**src/bqn_pkg.sv**
```systemverilog
// Shared constants, types and helpers for the boolean query normalizer.
`timescale 1ns / 1ps
`default_nettype none

package bqn_pkg;

  localparam int unsigned MaxNestingDefault = 255;
  localparam int unsigned QueueDepth        = 4;

  localparam logic [7:0] ChQuote = 8'h22;
  localparam logic [7:0] ChLpar  = 8'h28;
  localparam logic [7:0] ChRpar  = 8'h29;
  localparam logic [7:0] ChBar   = 8'h7C;
  localparam logic [7:0] ChAmp   = 8'h26;
  localparam logic [7:0] ChSpace = 8'h20;
  localparam logic [7:0] ChUpO   = 8'h4F;
  localparam logic [7:0] ChUpR   = 8'h52;
  localparam logic [7:0] ChUpA   = 8'h41;
  localparam logic [7:0] ChUpN   = 8'h4E;
  localparam logic [7:0] ChUpD   = 8'h44;
  localparam logic [7:0] ChNul   = 8'h00;

  typedef enum logic {
    JOB_DECIDE,
    JOB_CLOSE
  } job_kind_e;

  typedef enum logic [1:0] {
    CMD_CHAR,
    CMD_OP,
    CMD_STATUS
  } cmd_mode_e;

  typedef enum logic [1:0] {
    ST_OK       = 2'd0,
    ST_BRACKET  = 2'd1,
    ST_OPERATOR = 2'd2
  } status_e;

  // nx[0] is the next character, nx_vld marks positions before the query end
  typedef struct packed {
    job_kind_e       kind;
    logic [7:0]      ch;
    logic [2:0][7:0] nx;
    logic [2:0]      nx_vld;
    logic            brk_err;
  } job_t;

  function automatic logic is_space(input logic [7:0] c);
    logic r;
    r = c inside {8'h20, 8'h09, 8'h0A, 8'h0B, 8'h0C, 8'h0D};
    return r;
  endfunction

endpackage

`default_nettype wire

```
**src/bqn_if.sv**
```systemverilog
// Valid/ready channel interfaces for query characters and normalized results.
`timescale 1ns / 1ps
`default_nettype none

interface bqn_in_if;
  logic       valid;
  logic       ready;
  logic [7:0] query_char;
  logic       end_of_query;

  modport source (output valid, query_char, end_of_query, input ready);
  modport sink   (input valid, query_char, end_of_query, output ready);
endinterface

interface bqn_out_if;
  logic       valid;
  logic       ready;
  logic [7:0] out_char;
  logic       out_valid;
  logic       out_last;
  logic [1:0] status;

  modport source (output valid, out_char, out_valid, out_last, status, input ready);
  modport sink   (input valid, out_char, out_valid, out_last, status, output ready);
endinterface

`default_nettype wire

```
**src/bqn_front.sv**
```systemverilog
// Front end: arrival checks, lookahead window and decide-job generation.
`timescale 1ns / 1ps
`default_nettype none

module bqn_front #(
  parameter int unsigned MaxNesting = bqn_pkg::MaxNestingDefault
) (
  input  logic          clk_i,
  input  logic          rst_ni,
  bqn_in_if.sink        in_i,
  output bqn_pkg::job_t job_o,
  output logic          job_valid_o,
  input  logic          job_ready_i
);
  import bqn_pkg::*;

  localparam int unsigned DepthW = $clog2(MaxNesting + 1);
  localparam logic [DepthW-1:0] DepthMax = DepthW'(MaxNesting);

  logic [7:0]        win_q [3];
  logic [7:0]        win_d [3];
  logic [7:0]        dbuf_q [4];
  logic [7:0]        dbuf_d [4];
  logic [1:0]        fill_q, fill_d;
  logic              quote_q, quote_d;
  logic [DepthW-1:0] depth_q, depth_d;
  logic              brk_q, brk_d;
  logic              drain_q, drain_d;
  logic [2:0]        dcnt_q, dcnt_d;
  logic              dbrk_q, dbrk_d;

  logic              acc;
  logic [7:0]        ca;
  logic              quote_n;
  logic [DepthW-1:0] depth_n;
  logic              aerr;

  assign in_i.ready = !drain_q && job_ready_i;
  assign acc        = in_i.valid && in_i.ready;

  // arrival-side classification
  always_comb begin
    ca      = in_i.query_char;
    quote_n = quote_q;
    depth_n = depth_q;
    aerr    = 1'b0;
    if (in_i.query_char == ChQuote) begin
      quote_n = !quote_q;
    end else if (!quote_q) begin
      if (in_i.query_char == ChLpar) begin
        if (depth_q >= DepthMax) begin
          aerr = 1'b1;
        end else begin
          depth_n = depth_q + DepthW'(1);
        end
      end else if (in_i.query_char == ChRpar) begin
        if (depth_q == '0) begin
          aerr = 1'b1;
        end else begin
          depth_n = depth_q - DepthW'(1);
        end
      end else if (is_space(in_i.query_char)) begin
        ca = ChSpace;
      end
    end
  end

  always_comb begin
    job_o         = '0;
    job_o.kind    = JOB_DECIDE;
    job_valid_o   = 1'b0;
    if (drain_q) begin
      job_valid_o = 1'b1;
      if (dcnt_q != 3'd0) begin
        job_o.ch        = dbuf_q[0];
        job_o.nx[0]     = dbuf_q[1];
        job_o.nx[1]     = dbuf_q[2];
        job_o.nx[2]     = dbuf_q[3];
        job_o.nx_vld[0] = dcnt_q > 3'd1;
        job_o.nx_vld[1] = dcnt_q > 3'd2;
        job_o.nx_vld[2] = dcnt_q > 3'd3;
      end else begin
        job_o.kind    = JOB_CLOSE;
        job_o.brk_err = dbrk_q;
      end
    end else begin
      job_valid_o  = acc && !in_i.end_of_query && (fill_q == 2'd3);
      job_o.ch     = win_q[0];
      job_o.nx[0]  = win_q[1];
      job_o.nx[1]  = win_q[2];
      job_o.nx[2]  = ca;
      job_o.nx_vld = 3'b111;
    end
  end

  always_comb begin
    win_d   = win_q;
    dbuf_d  = dbuf_q;
    fill_d  = fill_q;
    quote_d = quote_q;
    depth_d = depth_q;
    brk_d   = brk_q;
    drain_d = drain_q;
    dcnt_d  = dcnt_q;
    dbrk_d  = dbrk_q;
    if (drain_q && job_ready_i) begin
      if (dcnt_q != 3'd0) begin
        dbuf_d[0] = dbuf_q[1];
        dbuf_d[1] = dbuf_q[2];
        dbuf_d[2] = dbuf_q[3];
        dcnt_d    = dcnt_q - 3'd1;
      end else begin
        drain_d = 1'b0;
      end
    end
    if (acc) begin
      if (!in_i.end_of_query) begin
        if (fill_q == 2'd3) begin
          win_d[0] = win_q[1];
          win_d[1] = win_q[2];
          win_d[2] = ca;
        end else begin
          win_d[fill_q] = ca;
          fill_d        = fill_q + 2'd1;
        end
        quote_d = quote_n;
        depth_d = depth_n;
        brk_d   = brk_q | aerr;
      end else begin
        dbuf_d[0]      = win_q[0];
        dbuf_d[1]      = win_q[1];
        dbuf_d[2]      = win_q[2];
        dbuf_d[fill_q] = ca;
        dcnt_d         = {1'b0, fill_q} + 3'd1;
        drain_d        = 1'b1;
        dbrk_d         = brk_q | aerr | quote_n | (depth_n != '0);
        fill_d         = 2'd0;
        quote_d        = 1'b0;
        depth_d        = '0;
        brk_d          = 1'b0;
      end
    end
  end

  always_ff @(posedge clk_i or negedge rst_ni) begin
    if (!rst_ni) begin
      fill_q  <= 2'd0;
      quote_q <= 1'b0;
      depth_q <= '0;
      brk_q   <= 1'b0;
      drain_q <= 1'b0;
      dcnt_q  <= 3'd0;
      dbrk_q  <= 1'b0;
    end else begin
      fill_q  <= fill_d;
      quote_q <= quote_d;
      depth_q <= depth_d;
      brk_q   <= brk_d;
      drain_q <= drain_d;
      dcnt_q  <= dcnt_d;
      dbrk_q  <= dbrk_d;
    end
  end

  always_ff @(posedge clk_i) begin
    win_q  <= win_d;
    dbuf_q <= dbuf_d;
  end

`ifndef ASSERT_OFF
  a_drain_blocks_input: assert property (@(posedge clk_i) disable iff (!rst_ni)
    drain_q |-> !in_i.ready)
    else $error("input taken during end-of-query drain");

  a_last_starts_drain: assert property (@(posedge clk_i) disable iff (!rst_ni)
    acc && in_i.end_of_query |=> drain_q && dcnt_q != 3'd0)
    else $error("end of query did not start a drain");

  a_fill_grows: assert property (@(posedge clk_i) disable iff (!rst_ni)
    acc && !in_i.end_of_query && fill_q != 2'd3 |=> fill_q == $past(fill_q) + 2'd1)
    else $error("window fill did not advance");

  a_depth_bound: assert property (@(posedge clk_i) disable iff (!rst_ni)
    depth_q <= DepthMax)
    else $error("bracket depth beyond limit");
`endif

endmodule

`default_nettype wire

```
**src/bqn_fifo.sv**
```systemverilog
// Short job queue between the front end and the back end.
`timescale 1ns / 1ps
`default_nettype none

module bqn_fifo (
  input  logic          clk_i,
  input  logic          rst_ni,
  input  logic          push_i,
  input  bqn_pkg::job_t data_i,
  output logic          ready_o,
  input  logic          pop_i,
  output bqn_pkg::job_t data_o,
  output logic          valid_o
);
  import bqn_pkg::*;

  localparam int unsigned PtrW = $clog2(QueueDepth);

  job_t          mem_q [QueueDepth];
  logic [PtrW-1:0] wr_q, wr_d, rd_q, rd_d;
  logic [PtrW:0]   cnt_q, cnt_d;

  assign ready_o = cnt_q != (PtrW + 1)'(QueueDepth);
  assign valid_o = cnt_q != '0;
  assign data_o  = mem_q[rd_q];

  always_comb begin
    wr_d  = wr_q;
    rd_d  = rd_q;
    cnt_d = cnt_q;
    if (push_i) begin
      wr_d = (wr_q == PtrW'(QueueDepth - 1)) ? '0 : wr_q + PtrW'(1);
    end
    if (pop_i) begin
      rd_d = (rd_q == PtrW'(QueueDepth - 1)) ? '0 : rd_q + PtrW'(1);
    end
    if (push_i && !pop_i) begin
      cnt_d = cnt_q + (PtrW + 1)'(1);
    end else if (pop_i && !push_i) begin
      cnt_d = cnt_q - (PtrW + 1)'(1);
    end
  end

  always_ff @(posedge clk_i or negedge rst_ni) begin
    if (!rst_ni) begin
      wr_q  <= '0;
      rd_q  <= '0;
      cnt_q <= '0;
    end else begin
      wr_q  <= wr_d;
      rd_q  <= rd_d;
      cnt_q <= cnt_d;
    end
  end

  always_ff @(posedge clk_i) begin
    if (push_i) begin
      mem_q[wr_q] <= data_i;
    end
  end

`ifndef ASSERT_OFF
  a_no_overflow: assert property (@(posedge clk_i) disable iff (!rst_ni)
    push_i |-> ready_o)
    else $error("push into full queue");

  a_no_underflow: assert property (@(posedge clk_i) disable iff (!rst_ni)
    pop_i |-> valid_o)
    else $error("pop from empty queue");

  a_count_bound: assert property (@(posedge clk_i) disable iff (!rst_ni)
    cnt_q <= (PtrW + 1)'(QueueDepth))
    else $error("queue count out of range");
`endif

endmodule

`default_nettype wire

```
**src/bqn_back.sv**
```systemverilog
// Back end: operator rewriting, phrase tracking and result emission.
`timescale 1ns / 1ps
`default_nettype none

module bqn_back (
  input  logic          clk_i,
  input  logic          rst_ni,
  input  bqn_pkg::job_t job_i,
  input  logic          job_valid_i,
  output logic          job_pop_o,
  bqn_out_if.source     out_o
);
  import bqn_pkg::*;

  logic [1:0] skip_q, skip_d;
  logic       phrase_q, phrase_d;
  logic       prev_op_q, prev_op_d;
  logic       op_err_q, op_err_d;

  logic       cmd_vld_q, cmd_vld_d;
  cmd_mode_e  cmd_mode_q, cmd_mode_d;
  logic [7:0] cmd_ch_q, cmd_ch_d;
  status_e    cmd_st_q, cmd_st_d;
  logic [1:0] step_q, step_d;

  logic       out_vld_q, out_vld_d;
  logic [7:0] out_char_q, out_char_d;
  logic       out_fv_q, out_fv_d;
  logic       out_last_q, out_last_d;
  logic [1:0] out_st_q, out_st_d;

  logic       out_free, emit, cmd_done, take, pop;
  logic       new_vld;
  cmd_mode_e  new_mode;
  logic [7:0] new_ch;
  status_e    new_st;
  logic       is_bar, same1, run3, or_op, and_op;

  assign out_free = !out_vld_q || out_o.ready;
  assign emit     = cmd_vld_q && out_free;
  assign cmd_done = emit && ((cmd_mode_q != CMD_OP) || (step_q == 2'd2));
  assign take     = !cmd_vld_q || cmd_done;
  assign pop      = take && job_valid_i;
  assign job_pop_o = pop;

  assign is_bar = (job_i.ch == ChBar) || (job_i.ch == ChAmp);
  assign same1  = job_i.nx_vld[0] && (job_i.nx[0] == job_i.ch);
  assign run3   = same1 && job_i.nx_vld[1] && (job_i.nx[1] == job_i.ch);
  assign or_op  = (job_i.ch == ChUpO) && job_i.nx_vld[0] && (job_i.nx[0] == ChUpR)
                  && job_i.nx_vld[1] && (job_i.nx[1] == ChSpace);
  assign and_op = (job_i.ch == ChUpA) && job_i.nx_vld[0] && (job_i.nx[0] == ChUpN)
                  && job_i.nx_vld[1] && (job_i.nx[1] == ChUpD)
                  && job_i.nx_vld[2] && (job_i.nx[2] == ChSpace);

  // decide on the queue head
  always_comb begin
    skip_d    = skip_q;
    phrase_d  = phrase_q;
    prev_op_d = prev_op_q;
    op_err_d  = op_err_q;
    new_vld   = 1'b0;
    new_mode  = CMD_CHAR;
    new_ch    = job_i.ch;
    new_st    = ST_OK;
    if (pop) begin
      if (job_i.kind == JOB_CLOSE) begin
        new_vld  = 1'b1;
        new_mode = CMD_STATUS;
        if (job_i.brk_err) begin
          new_st = ST_BRACKET;
        end else if (op_err_q || prev_op_q) begin
          new_st = ST_OPERATOR;
        end
        skip_d    = 2'd0;
        phrase_d  = 1'b0;
        prev_op_d = 1'b1;
        op_err_d  = 1'b0;
      end else if (skip_q != 2'd0) begin
        skip_d = skip_q - 2'd1;
      end else if (job_i.ch == ChQuote) begin
        phrase_d  = !phrase_q;
        prev_op_d = 1'b0;
        new_vld   = 1'b1;
      end else if (phrase_q) begin
        new_vld = 1'b1;
      end else if (is_bar && !run3) begin
        if (prev_op_q || !job_i.nx_vld[0]) begin
          op_err_d = 1'b1;
        end
        prev_op_d = 1'b1;
        new_vld   = 1'b1;
        new_mode  = CMD_OP;
        if (same1) begin
          skip_d = 2'd1;
        end
      end else if (or_op) begin
        if (prev_op_q) begin
          op_err_d = 1'b1;
        end
        prev_op_d = 1'b1;
        new_vld   = 1'b1;
        new_mode  = CMD_OP;
        new_ch    = ChBar;
        skip_d    = 2'd2;
      end else if (and_op) begin
        if (prev_op_q) begin
          op_err_d = 1'b1;
        end
        prev_op_d = 1'b1;
        new_vld   = 1'b1;
        new_mode  = CMD_OP;
        new_ch    = ChAmp;
        skip_d    = 2'd3;
      end else begin
        new_vld = 1'b1;
        if (job_i.ch != ChSpace) begin
          prev_op_d = 1'b0;
        end
      end
    end
  end

  // command sequencer
  always_comb begin
    cmd_vld_d  = cmd_vld_q;
    cmd_mode_d = cmd_mode_q;
    cmd_ch_d   = cmd_ch_q;
    cmd_st_d   = cmd_st_q;
    step_d     = step_q;
    if (take) begin
      cmd_vld_d  = pop && new_vld;
      cmd_mode_d = new_mode;
      cmd_ch_d   = new_ch;
      cmd_st_d   = new_st;
      step_d     = 2'd0;
    end else if (emit) begin
      step_d = step_q + 2'd1;
    end
  end

  // output register
  always_comb begin
    out_vld_d  = out_vld_q && !out_o.ready;
    out_char_d = out_char_q;
    out_fv_d   = out_fv_q;
    out_last_d = out_last_q;
    out_st_d   = out_st_q;
    if (emit) begin
      out_vld_d = 1'b1;
      case (cmd_mode_q)
        CMD_CHAR: begin
          out_char_d = cmd_ch_q;
          out_fv_d   = 1'b1;
          out_last_d = 1'b0;
          out_st_d   = ST_OK;
        end
        CMD_OP: begin
          out_char_d = (step_q == 2'd1) ? cmd_ch_q : ChSpace;
          out_fv_d   = 1'b1;
          out_last_d = 1'b0;
          out_st_d   = ST_OK;
        end
        CMD_STATUS: begin
          out_char_d = ChNul;
          out_fv_d   = 1'b0;
          out_last_d = 1'b1;
          out_st_d   = cmd_st_q;
        end
        default: begin
          out_char_d = ChNul;
          out_fv_d   = 1'b0;
          out_last_d = 1'b0;
          out_st_d   = ST_OK;
        end
      endcase
    end
  end

  assign out_o.valid     = out_vld_q;
  assign out_o.out_char  = out_char_q;
  assign out_o.out_valid = out_fv_q;
  assign out_o.out_last  = out_last_q;
  assign out_o.status    = out_st_q;

  always_ff @(posedge clk_i or negedge rst_ni) begin
    if (!rst_ni) begin
      skip_q     <= 2'd0;
      phrase_q   <= 1'b0;
      prev_op_q  <= 1'b1;
      op_err_q   <= 1'b0;
      cmd_vld_q  <= 1'b0;
      cmd_mode_q <= CMD_CHAR;
      step_q     <= 2'd0;
      out_vld_q  <= 1'b0;
    end else begin
      skip_q     <= skip_d;
      phrase_q   <= phrase_d;
      prev_op_q  <= prev_op_d;
      op_err_q   <= op_err_d;
      cmd_vld_q  <= cmd_vld_d;
      cmd_mode_q <= cmd_mode_d;
      step_q     <= step_d;
      out_vld_q  <= out_vld_d;
    end
  end

  always_ff @(posedge clk_i) begin
    cmd_ch_q   <= cmd_ch_d;
    cmd_st_q   <= cmd_st_d;
    out_char_q <= out_char_d;
    out_fv_q   <= out_fv_d;
    out_last_q <= out_last_d;
    out_st_q   <= out_st_d;
  end

`ifndef ASSERT_OFF
  a_status_only_last: assert property (@(posedge clk_i) disable iff (!rst_ni)
    out_o.valid && !out_o.out_last |-> out_o.status == ST_OK && out_o.out_valid)
    else $error("status on a non-final item");

  a_single_step: assert property (@(posedge clk_i) disable iff (!rst_ni)
    cmd_vld_q && cmd_mode_q != CMD_OP |-> step_q == 2'd0)
    else $error("multi-step sequence on a single item");

  a_op_steps: assert property (@(posedge clk_i) disable iff (!rst_ni)
    cmd_vld_q |-> step_q != 2'd3)
    else $error("operator expansion overran");

  a_close_clears: assert property (@(posedge clk_i) disable iff (!rst_ni)
    pop && job_i.kind == JOB_CLOSE |=> skip_q == 2'd0 && prev_op_q && !op_err_q && !phrase_q)
    else $error("query state not cleared at close");
`endif

endmodule

`default_nettype wire

```
**src/boolean_query_normalizer_top.sv**
```systemverilog
// Top level of the boolean query normalizer.
`timescale 1ns / 1ps
`default_nettype none

// Streams a search query in, one character per item, and streams the
// normalized text out, one character per item, followed by one status-only
// item (out_last high) per query. Each character is decided once three more
// have arrived, so output lags input by three characters until end_of_query.
// The front end takes one item per cycle while the job queue has room and no
// flush is under way; the back end emits one result per cycle from a
// registered output while the consumer accepts, so a plain character gives
// one output item and an operator (|, &, OR, AND) gives three. At the end of
// a query the front end stops taking items while it flushes the lookahead
// window and the status item into the job queue, one job per pending character
// plus one for the status item (two to five jobs), and waits while it is full.

module boolean_query_normalizer_top #(
  parameter int unsigned MaxNesting = bqn_pkg::MaxNestingDefault
) (
  input  logic      clk_i,
  input  logic      rst_ni,
  bqn_in_if.sink    in_i,
  bqn_out_if.source out_o
);
  import bqn_pkg::*;

  job_t fq_in, fq_out;
  logic fq_push, fq_ready, fq_pop, fq_valid;
  logic fq_wr;

  // a job enters the queue only when the queue can take it
  assign fq_wr = fq_push && fq_ready;

  bqn_front #(
    .MaxNesting (MaxNesting)
  ) u_front (
    .clk_i       (clk_i),
    .rst_ni      (rst_ni),
    .in_i        (in_i),
    .job_o       (fq_in),
    .job_valid_o (fq_push),
    .job_ready_i (fq_ready)
  );

  bqn_fifo u_fifo (
    .clk_i   (clk_i),
    .rst_ni  (rst_ni),
    .push_i  (fq_wr),
    .data_i  (fq_in),
    .ready_o (fq_ready),
    .pop_i   (fq_pop),
    .data_o  (fq_out),
    .valid_o (fq_valid)
  );

  bqn_back u_back (
    .clk_i       (clk_i),
    .rst_ni      (rst_ni),
    .job_i       (fq_out),
    .job_valid_i (fq_valid),
    .job_pop_o   (fq_pop),
    .out_o       (out_o)
  );

endmodule

`default_nettype wire
```
**src/flat_wrapper.sv**
```systemverilog
// flat-port wrapper written by rule: the top's interface ports become plain ports
module boolean_query_normalizer_top_flat import bqn_pkg::*;
#(
  parameter int unsigned MaxNesting = bqn_pkg::MaxNestingDefault
)
  (clk_i, rst_ni, in_i_valid, in_i_query_char, in_i_end_of_query, in_i_ready, out_o_valid, out_o_out_char, out_o_out_valid, out_o_out_last, out_o_status, out_o_ready);
  bqn_in_if in_i_i ();
  bqn_out_if out_o_i ();
  input  logic clk_i;
  input  logic rst_ni;
  input wire logic [$bits(in_i_i.valid)-1:0] in_i_valid;
  input wire logic [$bits(in_i_i.query_char)-1:0] in_i_query_char;
  input wire logic [$bits(in_i_i.end_of_query)-1:0] in_i_end_of_query;
  output wire logic [$bits(in_i_i.ready)-1:0] in_i_ready;
  output wire logic [$bits(out_o_i.valid)-1:0] out_o_valid;
  output wire logic [$bits(out_o_i.out_char)-1:0] out_o_out_char;
  output wire logic [$bits(out_o_i.out_valid)-1:0] out_o_out_valid;
  output wire logic [$bits(out_o_i.out_last)-1:0] out_o_out_last;
  output wire logic [$bits(out_o_i.status)-1:0] out_o_status;
  input wire logic [$bits(out_o_i.ready)-1:0] out_o_ready;
  assign in_i_i.valid = in_i_valid;
  assign in_i_i.query_char = in_i_query_char;
  assign in_i_i.end_of_query = in_i_end_of_query;
  assign in_i_ready = in_i_i.ready;
  assign out_o_valid = out_o_i.valid;
  assign out_o_out_char = out_o_i.out_char;
  assign out_o_out_valid = out_o_i.out_valid;
  assign out_o_out_last = out_o_i.out_last;
  assign out_o_status = out_o_i.status;
  assign out_o_i.ready = out_o_ready;
  boolean_query_normalizer_top #(.MaxNesting(MaxNesting)) u_core (.clk_i(clk_i), .rst_ni(rst_ni), .in_i(in_i_i), .out_o(out_o_i));
endmodule
```
**config.mk**
```make
export PLATFORM = sky130hd
export DESIGN_NAME = boolean_query_normalizer_top_flat
export DESIGN_NICKNAME = d
export VERILOG_FILES = /design/src/bqn_pkg.sv /design/src/bqn_if.sv /design/src/bqn_front.sv /design/src/bqn_fifo.sv /design/src/bqn_back.sv /design/src/boolean_query_normalizer_top.sv /design/src/flat_wrapper.sv
export SDC_FILE = /design/constraint.sdc
export NUM_CORES = 1
export LEC_CHECK = 0
export BUFFER_PORTS_ARGS = -buffer_cell sky130_fd_sc_hd__buf_2
export CAP_MARGIN = 30
export CORE_ASPECT_RATIO = 1.1
export CORE_MARGIN = 2
export CORE_UTILIZATION = 50
export DETAILED_ROUTE_END_ITERATION = 10
export PLACE_DENSITY = 0.69
export SYNTH_ARGS = -nofsm -noshare
export SYNTH_HDL_FRONTEND = slang
export SYNTH_SLANG_ARGS = --single-unit
```
**constraint.sdc**
```tcl
create_clock -name clk_i -period 3.2 [get_ports clk_i]
set_input_delay 0.32 -clock clk_i [delete_from_list [all_inputs] [get_ports clk_i]]
set_output_delay 0.32 -clock clk_i [all_outputs]
set_load 0.005 [all_outputs]
```
==> impl_metrics.ini <==
[synthesis]
ys_warn_count = 0
yosys.area_share.simple = 0.120
yosysTopAreaCell = edfxtp_1
synth_xor_area_frac = 0.0154
synth_flop_cell = edfxtp_1
synth.net_count = 978
synth_seq_cells = 261
ys_seq_area_frac = 0.620
ys_top_cells_by_count = edfxtp_1, nand2_1, o21ai_0
synth_edf_count = 202
synth_area_sq_um = 12000
synth_top_family_by_area = simple AND/OR/NAND/NOR gates
synth_top_area_frac = 0.507
synth-async-reset-ratio = 0.134
muxShareOfSynthArea = 0.0888
synth_area_leaders = edfxtp_1, dfrtp_1, mux4_2
synth_compound_area_frac = 0.0946
ys_types = 79
synthAdderAreaFrac = 0.0226
synthCells = 944
yosysMostFrequentCell = edfxtp_1
avgSynthCellArea_sq_um = 12.7

[power]
vdd_drop_max_uv = 543
leakage_nw = 5.02
total_power_mw = 13.8
power.density_nw_per_um2 = 1030

[cells_and_area]
layout-drive-gt1-share = 0.157
num_antenna_cells = 0
final_cell_area_sq_um = 13400
final_cell_count_no_fill = 1303
area_growth_pct = 12.2
finish.net_count = 1011
fin_util = 0.569

[timing]
setup_viol = 0
fin_ws_ps = 308
worst_slew_pin_slew_ps = 993
period_minus_slack_ps = 2890
hold_viol_final = 0
drv_slew = 0
final.period_utilization = 0.904
rsz0062_at_grt = false
hold_slack_ps = 79.1
relSlewSlack = 0.331
fmax_mhz = 346
skew_ps = 10.2
setup-tns-final_ps = 0

[clock_network]
clock_latency_ps = 540
ctsResizeCount = 0
cts.hold.buffers_added = 1
cts_tree = yes
clkSlewWorstSetupHoldPaths_ps = 60
cts_setup_buffers = 0
htreeDepth = 1
numCtsBuffers = 27
clockRootBuffer = clkbuf_16
clock-sinks = 261
cts_buffer_depth = 3

[place]
port_buffers = 26
post-dp-hpwl_um = 16800
gp_congestion = 0.868
dp.cells = 1252
dp_slack_ps = 365
place_area_sq_um = 12600

[global_routing]
gr-total-overflow = 0
antenna_found_initial = 0
gr-usage-all-layers = 0.205
grt_pass1_wl_um = 40500
grt_max_degree = 38
grt_pass1_vias = 7505

[floorplanning]
core-area_sq_um = 23600
die_h_um = 166
start_util = 0.507
dieArea_sq_um = 25200
die_x_um = 152
rows = 59
ios = 27

[outcome]
status = finished, final reports clean

[drt]
drt_iter0_markers = 635
drc = 0
wirelength_um = 25000
dr.pass1.iters = 5
wl_per_cell_um = 19.2
drt-vias-per-instance = 5.76
ant_nets = 0
num_vias = 7505

[worst_setup_path]
crit_required_ps = 3620
endpoint = u_core.u_front.dbrk_q$_DFFE_PN0P_
worst_setup_path_start_kind = flip-flop
slowest_delay_ps = 480
arrival_ps = 3310
reg2reg_depth = 9
crit_type = flip-flop to flip-flop
rr_startpoint = u_core.u_front.depth_q[1]$_DFFE_PN0P_
path_max_fanout = 9
r2r-end = u_core.u_front.dbrk_q$_DFFE_PN0P_
r2r_slack_ps = 310
cp_slowest_cell = dfrtp_1
cp_cell_sequence = inv_1 -> ha_1 -> nor4b_4 -> nand2_1 -> a21o_1 -> a221o_1 -> a22o_1 -> or3_1 -> o32a_1
end_kind = flip-flop
startpoint = u_core.u_front.depth_q[1]$_DFFE_PN0P_

[min_path]
hold_class = input port to flip-flop
hold_start = in_i_end_of_query

[job]
drv_cap = 0
[layer usage]
metal | GRT usage | vias to the layer above | wire length (um)
li1 | - | 3543 | -
met1 | 0.282 | 3711 | 10800
met2 | 0.338 | 207 | 12300
met3 | 0.0374 | 44 | 1350
met4 | 0.0523 | 0 | 494
met5 | 0 | - | 0
[report_power, final]
group          internal (mW)  total, mW  switching (mW)
Sequential              5.34       5.77           0.431
Combinational           1.98       5.00            3.02
Clock                   1.79       3.07            1.28
[cells in the final DEF, fill, tap and decap left out, types with 11 or more instances in the layout]
master     instances
mux4_2            29
nand3_1           16
mux2i_1           33
ha_1              20
nor3_1            11
o21ai_0           81
nand2_1           86
dfxtp_1           24
dfrtp_1           33
buf_2             26
a21oi_1           59
inv_1             55
xnor2_1           11
edfxtp_1         202
and2_1            16
nor2_1            60
clkbuf_16         27
buf_4             19
[flip-flops by register name, indices dropped and copies added (netlist names), 2 cells and up, named ones only]
register	flops
u_core.u_fifo.wr_q	2
u_core.u_back.out_o.status	2
u_core.u_back.step_q	2
u_core.u_back.skip_q	2
u_core.u_back.cmd_ch_q	8
u_core.u_back.out_o.out_char	8
u_core.u_fifo.cnt_q	3
u_core.u_fifo.rd_q	2
u_core.u_back.cmd_mode_q	2
u_core.u_front.dcnt_q	3
u_core.u_front.depth_q	8
u_core.u_front.dbuf_q	24
u_core.u_fifo.mem_q	148
u_core.u_back.cmd_st_q	2
u_core.u_front.win_q	24
u_core.u_front.fill_q	2
[cells by family (layout without fill, tap and decap cells)]
kind of cell | count (synthesis) | count (layout)
buffers and inverters | 106 | 160
adders and majority gates | 21 | 21
AOI/OAI and AO/OA | 192 | 192
xor gates and xnor gates | 21 | 21
muxes | 69 | 69
DFF | 261 | 261
and+or+nand+nor | 274 | 274
[area by class of cell]
class | instances | area, sq um
fillers | 1910 | 10200
inverters | 55 | 206
repair buffers | 55 | 463
clock inverters | 18 | 175
clock buffers | 32 | 694
flip-flops and latches | 261 | 7420
well taps | 305 | 382
multi-input cells | 577 | 4090
[worst max-delay path: cells and delay by family (launching register included)]
| kind | cells | cell delay (ps) |
|---|---|---|
| AND/OR/NAND/NOR | 3 | 820 |
| buffers and inverters | 1 | 150 |
| flip-flops | 1 | 480 |
| adder cells (fa/ha/maj) | 1 | 190 |
| AO/OA/AOI/OAI | 4 | 1150 |
[worst min path at each step]
| stage | cells after the start | end | slack [ps] |
|---|---|---|---|
| after floorplan | 0 | u_core.u_back.cmd_mode_q[0]$_DFFE_PN0P_ | 20 |
| after global placement | 1 | u_core.u_back.step_q[0]$_DFFE_PN0P_ | 460 |
| after detailed placement | 1 | u_core.u_back.step_q[0]$_DFFE_PN0P_ | 480 |
| after CTS | 2 | u_core.u_front.fill_q[1]$_DFFE_PN0P_ | 50 |
| after global routing | 2 | u_core.u_front.fill_q[1]$_DFFE_PN0P_ | 70 |
| final | 2 | u_core.u_front.fill_q[1]$_DFFE_PN0P_ | 80 |
Power figures use the tool's default switching activity.
